[config.mk]
export PLATFORM = sky130hd
export DESIGN_NAME = smc_div
export DESIGN_NICKNAME = d
export VERILOG_FILES = /design/src/sv/smc_pkg.sv /design/src/sv/smc_div.sv
export SDC_FILE = /design/constraint.sdc
export NUM_CORES = 1
export LEC_CHECK = 0
export BUFFER_PORTS_ARGS = -buffer_cell sky130_fd_sc_hd__clkbuf_2
export CORE_ASPECT_RATIO = 0.75
export CORE_UTILIZATION = 65
export CTS_BUF_LIST = sky130_fd_sc_hd__clkbuf_4 sky130_fd_sc_hd__clkbuf_8
export DETAILED_ROUTE_END_ITERATION = 7
export PLACE_DENSITY_LB_ADDON = 0.08
export SLEW_MARGIN = 20
export SYNTH_ARGS = -nofsm -noshare
export SYNTH_HDL_FRONTEND = slang
export SYNTH_SLANG_ARGS = --single-unit
[constraint.sdc]
create_clock -name clk_i -period 6.9 [get_ports clk_i]
set_clock_uncertainty 0.1 [all_clocks]
set_input_delay 1.035 -clock clk_i [delete_from_list [all_inputs] [get_ports clk_i]]
set_output_delay 1.035 -clock clk_i [all_outputs]
set_load 0.01 [all_outputs]
[src/sv/smc_pkg.sv]
package smc_pkg;

  localparam int unsigned WordW = 16;
  localparam int unsigned ByteW = 8;
  localparam int unsigned LitBit = 15;
  localparam logic [WordW-1:0] TrueWord = 16'hffff;
  localparam logic [WordW-1:0] LitMask = 16'h7fff;
  // compare-and-subtract steps that reduce a 16-bit pointer modulo a memory of at least 256 bytes
  localparam int unsigned ModSteps = 8;

  typedef enum logic [7:0] {
    OP_NOP  = 8'd0,
    OP_CALL = 8'd1,
    OP_RET  = 8'd2,
    OP_IF   = 8'd3,
    OP_NEG  = 8'd4,
    OP_ADD  = 8'd5,
    OP_MUL  = 8'd6,
    OP_DIV  = 8'd7,
    OP_NOT  = 8'd8,
    OP_AND  = 8'd9,
    OP_OR   = 8'd10,
    OP_XOR  = 8'd11,
    OP_TOR  = 8'd12,
    OP_FROMR = 8'd13,
    OP_DUP  = 8'd14,
    OP_DROP = 8'd15,
    OP_SWAP = 8'd16,
    OP_OVER = 8'd17,
    OP_STB  = 8'd18,
    OP_ADDB = 8'd19,
    OP_FETB = 8'd20,
    OP_ADDF = 8'd21,
    OP_SETS = 8'd22,
    OP_GETS = 8'd23,
    OP_SETL = 8'd24,
    OP_GETL = 8'd25,
    OP_EQ   = 8'd26,
    OP_GT   = 8'd27,
    OP_LT   = 8'd28,
    OP_TRUE = 8'd29,
    OP_FALSE = 8'd30,
    OP_FLAG = 8'd31
  } op_e;

  typedef enum logic [3:0] {
    S_CLR,
    S_IDLE,
    S_LIT,
    S_RD,
    S_MOD,
    S_MRD,
    S_EX,
    S_DIV,
    S_EX2,
    S_FIN,
    S_OUT
  } state_e;

endpackage

[src/sv/smc_div.sv]
module smc_div import smc_pkg::*; (
  input  logic             clk_i,
  input  logic             rst_ni,
  input  logic             start_i,
  input  logic [WordW-1:0] dividend_i,
  input  logic [WordW-1:0] divisor_i,
  output logic             done_o,
  output logic [WordW-1:0] quot_o,
  output logic [WordW-1:0] rem_o
);

  logic                 busy_q, busy_d;
  logic                 done_q, done_d;
  logic [3:0]           cnt_q, cnt_d;
  logic [WordW:0]       rem_q, rem_d;
  logic [WordW-1:0]     quo_q, quo_d;
  logic [WordW-1:0]     den_q, den_d;
  logic [WordW-1:0]     num_q, num_d;
  logic                 negq_q, negq_d;
  logic                 negr_q, negr_d;
  logic                 zero_q, zero_d;
  logic [WordW:0]       shifted;
  logic [WordW+1:0]     trial;

  assign shifted = {rem_q[WordW-1:0], quo_q[WordW-1]};
  assign trial   = {1'b0, shifted} - {2'b00, den_q};

  // one restoring step per cycle on magnitudes
  always_comb begin
    busy_d = busy_q;
    done_d = 1'b0;
    cnt_d  = cnt_q;
    rem_d  = rem_q;
    quo_d  = quo_q;
    den_d  = den_q;
    num_d  = num_q;
    negq_d = negq_q;
    negr_d = negr_q;
    zero_d = zero_q;
    if (start_i) begin
      busy_d = 1'b1;
      cnt_d  = '1;
      rem_d  = '0;
      quo_d  = dividend_i[WordW-1] ? WordW'(0 - dividend_i) : dividend_i;
      den_d  = divisor_i[WordW-1] ? WordW'(0 - divisor_i) : divisor_i;
      num_d  = dividend_i;
      negq_d = dividend_i[WordW-1] ^ divisor_i[WordW-1];
      negr_d = dividend_i[WordW-1];
      zero_d = (divisor_i == '0);
    end else if (busy_q) begin
      if (!trial[WordW+1]) begin
        rem_d = trial[WordW:0];
        quo_d = {quo_q[WordW-2:0], 1'b1};
      end else begin
        rem_d = shifted;
        quo_d = {quo_q[WordW-2:0], 1'b0};
      end
      cnt_d = cnt_q - 4'd1;
      if (cnt_q == '0) begin
        busy_d = 1'b0;
        done_d = 1'b1;
      end
    end
  end

  always_ff @(posedge clk_i or negedge rst_ni) begin
    if (!rst_ni) begin
      busy_q <= 1'b0;
      done_q <= 1'b0;
    end else begin
      busy_q <= busy_d;
      done_q <= done_d;
    end
  end

  always_ff @(posedge clk_i) begin
    cnt_q  <= cnt_d;
    rem_q  <= rem_d;
    quo_q  <= quo_d;
    den_q  <= den_d;
    num_q  <= num_d;
    negq_q <= negq_d;
    negr_q <= negr_d;
    zero_q <= zero_d;
  end

  // apply signs, truncating toward zero; zero divisor returns a zero quotient and the dividend as remainder
  assign done_o = done_q;
  assign quot_o = zero_q ? '0 : (negq_q ? WordW'(0 - quo_q) : quo_q);
  assign rem_o  = zero_q ? num_q
                         : (negr_q ? WordW'(0 - rem_q[WordW-1:0]) : rem_q[WordW-1:0]);

endmodule

* Word-level counts from Yosys, hierarchy flattened
Index checks and enable logic that the tools add are counted.
** Word-level totals
- Input bits :: 35
- Word-level logic and storage cells :: 37
- Register bits after elaboration :: 73
- Output and inout bits :: 33
** Operators by class
- Add/subtract/negate cells :: 6
- Bitwise operators :: 1
- Multiplexer cells :: 16
- Reductions and logical operators :: 3
** Operators by type and width (number)
- $mux W16 :: 8
- $sub A1 B16 Y16 const A :: 4
- $sub A17 B16 Y18 :: 1
- $logic_not A16 Y1 :: 1
- $mux W15 :: 1
- $mux W1 :: 7
- $logic_not A4 Y1 :: 1
- $sub A4 B1 Y4 const B :: 1
- $reduce_bool A2 Y1 :: 1
- $xor A1 B1 Y1 :: 1

* Logic depth before layout (Yosys ltp)
- Word-level depth :: 4
- Gate-level depth with buffers :: 11

* Least setup slack after synthesis
No wires, ideal clock.
- Kind :: register to output
- From :: register quo_q[5]
- To :: output port quot_o[13]
- Arrival time :: 1.906 ns
- Slack :: 3.859 ns
- Stages on the path, launching flop included :: 8
- Path buffers :: 0
- Cell sequence :: edfxtp_1 -> or4_1 -> or2_2 -> nor2_1 -> nand2_1 -> o31ai_1 -> xor2_1 -> nor2_1
** Between the ends
- Cells in the longest elaborated chain, start to end :: 3
** RTL lines
- from (decl) :: line smc_div.sv:16 : logic [WordW-1:0] quo_q, quo_d;
- from (signal assigned) :: line smc_div.sv:79 : quo_q <= quo_d;
- $sub A1 B16 Y16 :: line smc_div.sv:89 : assign quot_o = zero_q ? '0 : (negq_q ? WordW'(0 - quo_q) : quo_q);
- $mux W16 (2 in a row) :: line smc_div.sv:89
- to (decl) :: line smc_div.sv:8 : output logic [WordW-1:0] quot_o,
Every way passes these cells.

* Worst setup path after layout
- From :: register rem_q[2]
- To :: output port rem_o[12]
** Between the ends
- Cells in the longest elaborated chain, start to end :: 3
** RTL lines
- from (decl) :: line smc_div.sv:15 : logic [WordW:0] rem_q, rem_d;
- from (signal assigned) :: line smc_div.sv:78 : rem_q <= rem_d;
- $sub A1 B16 Y16 :: line smc_div.sv:91 : : (negr_q ? WordW'(0 - rem_q[WordW-1:0]) : rem_q[WordW-1:0]);
- $mux W16 :: line smc_div.sv:91
- $mux W16 :: line smc_div.sv:90 : assign rem_o = zero_q ? num_q
- to (decl) :: line smc_div.sv:9 : output logic [WordW-1:0] rem_o
Every way passes these cells.

==> flow_summary.rst <==
.. list-table::
   :header-rows: 1

   * - Metric
     - Value
   * - Capturing element of the worst setup path
     - rem_o[12]
   * - Number of endpoints with negative hold slack in the final report
     - 0
   * - Total power divided by cell area
     - approximately 370 mW/mm2
   * - Placer Congestion
     - around 0.86
   * - Post-route fraction of the period consumed by the critical path
     - 0.560
   * - Mean Syn Cell Area
     - between 8 and 9 um2
   * - CTS tree
     - done
   * - Most common cell after layout, fill and taps aside
     - clkbuf_2
   * - Vias
     - 4,272
   * - Yosys synthesis warning count
     - 0
   * - First-pass GRT wire length
     - 19,400 um
   * - Result of the run
     - completed
   * - Die Footprint
     - 0.00781 mm2
   * - Sequential element share of the synthesized area
     - 0.403
   * - Number of max-cap violations
     - 0
   * - Worst setup slack after layout
     - 3.04 ns
   * - First-pass iteration count of the detailed router
     - 5
   * - Fill cell instance count of the final layout
     - 512
   * - Largest net degree at the start of global routing
     - 56
   * - Logic pwr share
     - 0.453
   * - Final number of max-transition violations
     - 0
   * - Final net count
     - 657
   * - Starting density of the core
     - 0.693
   * - Number of input and output port buffers inserted
     - 67
   * - Root buffer selected by CTS
     - clkbuf_8
   * - Number of nets still failing antenna checks after routing
     - 0
   * - Critical setup path kind
     - reg2out
   * - Clock Path Buffers
     - 2
   * - Max-slew headroom
     - 0.375
   * - Number of clock sinks
     - 72
   * - Tmin final
     - a little under 4 ns
   * - CORE AREA
     - ~0.0070 mm2
   * - Flip-flop cell with the highest count after synthesis
     - edfxtp_1
   * - Placed cells
     - 687
   * - Synthesized-area fraction occupied by ao, oa, aoi and oai cells
     - 0.178
   * - Grt ovf
     - 0
   * - Vias in the first global route
     - 4,062
   * - Net Sw Frac
     - 0.389
   * - Leak Pwr
     - around 2.4 nW
   * - Cell area after placement
     - between 0.005 and 0.006 mm2
   * - DRC violations left
     - 0
   * - Data arrival time of the critical path
     - 2.73 ns
   * - Post-Syn Area
     - 0.00484 mm2
   * - Y dimension of the die
     - 76.8 um
   * - End of the worst register-to-register path
     - rem_q[0]
   * - DR WL/cell
     - 16.3 um
   * - Register bit total from synthesis
     - 72
   * - Fraction of layout instances using a drive strength above 1
     - 0.152
   * - Source-to-sink clock delay at the later pin of the worst-skew pair
     - 0.36 ns
   * - Cell count after synthesis
     - 540
   * - Max IR drop VDD
     - 0.219 mV
   * - Worst Tran Pin Value
     - approximately 0.94 ns
   * - Total setup buffers inserted after CTS
     - 0
   * - Path class of the lowest-slack min-delay path
     - in2async
   * - DRC marker count from the first detailed-route iteration
     - between 200 and 300
   * - Finished Cell Area
     - 0.00552 mm2
   * - CP Data Required Time
     - 5.76 ns
   * - Power dissipated by switching net loads
     - 0.798 mW
   * - Main combinational cell family by area after synthesis
     - compound AO/OA/AOI/OAI gates
   * - Clock-pin slew of the registers on the worst-case setup and hold paths
     - 0.08 ns
   * - Number of synthesized flops with an enable pin
     - 50
   * - Final TNS setup
     - 0 ns
   * - Critical path fanouts, max
     - 7
   * - Number of buffers created by CTS
     - 9
   * - Die X-Extent
     - 102 um
   * - Detail Placement HPWL
     - 8210 um
   * - Post-cts repair resize count
     - 0
   * - Mux contribution to synthesized area
     - 0.0338
   * - Final setup vio count
     - 0
   * - Wirelength, routed
     - about 11,000 um
   * - Non-filler instance count after layout
     - 703
   * - Register-to-register setup slack
     - 3.82 ns
   * - Fraction of the mapped netlist area in simple logic gates
     - 0.162
   * - I/O pin total
     - 68
   * - Area growth from synthesis to layout
     - 13.9%
   * - Launching element type of the critical path
     - flop
   * - Worst reg2reg path startpoint
     - rem_q[8]
   * - Synthesized-area fraction occupied by xor and xnor cells
     - 0.119
   * - Share of power burned in the clock network
     - 0.235
   * - Post-placement worst setup slack
     - 3.59 ns
   * - Power share of the sequential group
     - 0.313
   * - CP Capture Type
     - output pin
   * - Cell Rows
     - 26
   * - Cell-internal power
     - roughly 1.3 mW
   * - Vias per cell
     - 6.08
   * - Maximum clock rate
     - approximately 260 MHz
   * - RSZ-0062 raised after global routing
     - no
   * - H-tree level count
     - 3
   * - R2R cell count
     - 7
   * - Final worst hold slack
     - 0.345 ns
   * - Count of antenna diodes in the layout
     - 0
   * - Net count of the mapped netlist
     - 597
   * - Most frequent cells in the layout
     - clkbuf_2, nor2_1, nand2_1, edfxtp_1, o21ai_0
   * - Hold-fix buffers at CTS
     - 0
   * - Initial antenna violation count
     - 0
   * - FFs w/ async S/R, synth
     - 0.0278
   * - Adder-cell share of the synthesized area
     - 0.0584
   * - Final standard cell utilization of the core
     - 0.789
   * - Worst setup startpoint
     - rem_q[2]
   * - GRT Overall Usage
     - 0.319
   * - Number of distinct library cells after synthesis
     - 49
   * - Post-route total power
     - 2.05 mW
[area by class of cell]
cell class	instances	area, um2	share of cell area
clock buffers	10	131	0.0238
repair buffers	69	350	0.0635
inverters	36	135	0.0245
multi-input cells	412	2670	0.484
flip-flops and latches	72	1950	0.354
clock inverters	6	155	0.0281
well taps	98	123	0.0222
[cell usage after synthesis (2+ instances only)]
cell type  count  share of area
a211oi_1      10          0.015
a21o_1         8          0.012
a21oi_1       31          0.032
a31oi_1        2         0.0026
buf_1          3         0.0023
clkbuf_1      15          0.012
dfrtp_1        2          0.010
dfxtp_1       20          0.083
edfxtp_1      50           0.31
ha_1          21          0.054
inv_1         36          0.028
mux2_2         3         0.0070
mux2i_1       13          0.027
nand2_1       56          0.043
nand2b_1      11          0.014
nand3_1        8         0.0083
nand3b_1       3         0.0046
nor2_1        60          0.046
nor2b_1        4         0.0052
nor3_1         7         0.0072
nor4_1         4         0.0052
nor4b_1        2         0.0036
o211ai_1       2         0.0031
o21a_1         2         0.0031
o21ai_0       45          0.046
o21bai_1       3         0.0046
o22ai_1        3         0.0039
o31ai_1       17          0.026
o41ai_1        8          0.014
or3_1          3         0.0039
or4_1          6         0.0093
xnor2_1       32          0.058
xor2_1        34          0.061
[critical path, stage by stage (launching register included)]
cell      delay (ns)
dfxtp_1         0.39
nor4_1          0.66
nand2_1         0.28
o41ai_1         0.52
xor2_1          0.14
o21ai_0         0.21
clkbuf_2        0.17
[power by group through the flow]
stage | clock [mW] | sequential, mW | combinational [mW]
floorplan | 0 | 0.618 | 0.701
global placement | 0 | 0.642 | 0.864
detailed placement | 0 | 0.648 | 0.901
CTS | 0.483 | 0.639 | 0.917
global route | 0.502 | 0.655 | 1.03
finish | 0.483 | 0.642 | 0.929
[worst min-delay path by stage]
stage / to / startpoint
finish: done_o / rst_ni
CTS: done_o / rst_ni
global route: busy_q / rst_ni
detailed placement: cnt_q[3] / cnt_q[3]
global placement: cnt_q[3] / cnt_q[3]
floorplan: cnt_q[3] / cnt_q[3]
[registers in the layout, indices dropped and copies added (netlist names)]
| register | cells |
|---|---|
| den_q | 16 |
| num_q | 16 |
| quo_q | 16 |
| rem_q | 16 |
| cnt_q | 4 |
| busy_q | 1 |
| done_o | 1 |
| negq_q | 1 |
| zero_q | 1 |
[logic make-up after synthesis]
kind of cell    after synthesis
buf+inv                      56
fa+ha+maj                    22
mux                          16
simple gates                170
compound gates              138
xor+xnor                     66
flops                        72
[per-layer routing]
| layer | vias to the layer above | GRT usage | wire [um] |
|---|---|---|---|
| met5 | - | 0 | 0 |
| met4 | 0 | 0.0971 | 193 |
| met3 | 22 | 0.0702 | 850 |
| met2 | 183 | 0.505 | 5380 |
| met1 | 2022 | 0.435 | 5060 |
| li1 | 2045 | - | - |
(Power assumes the default switching activity.)
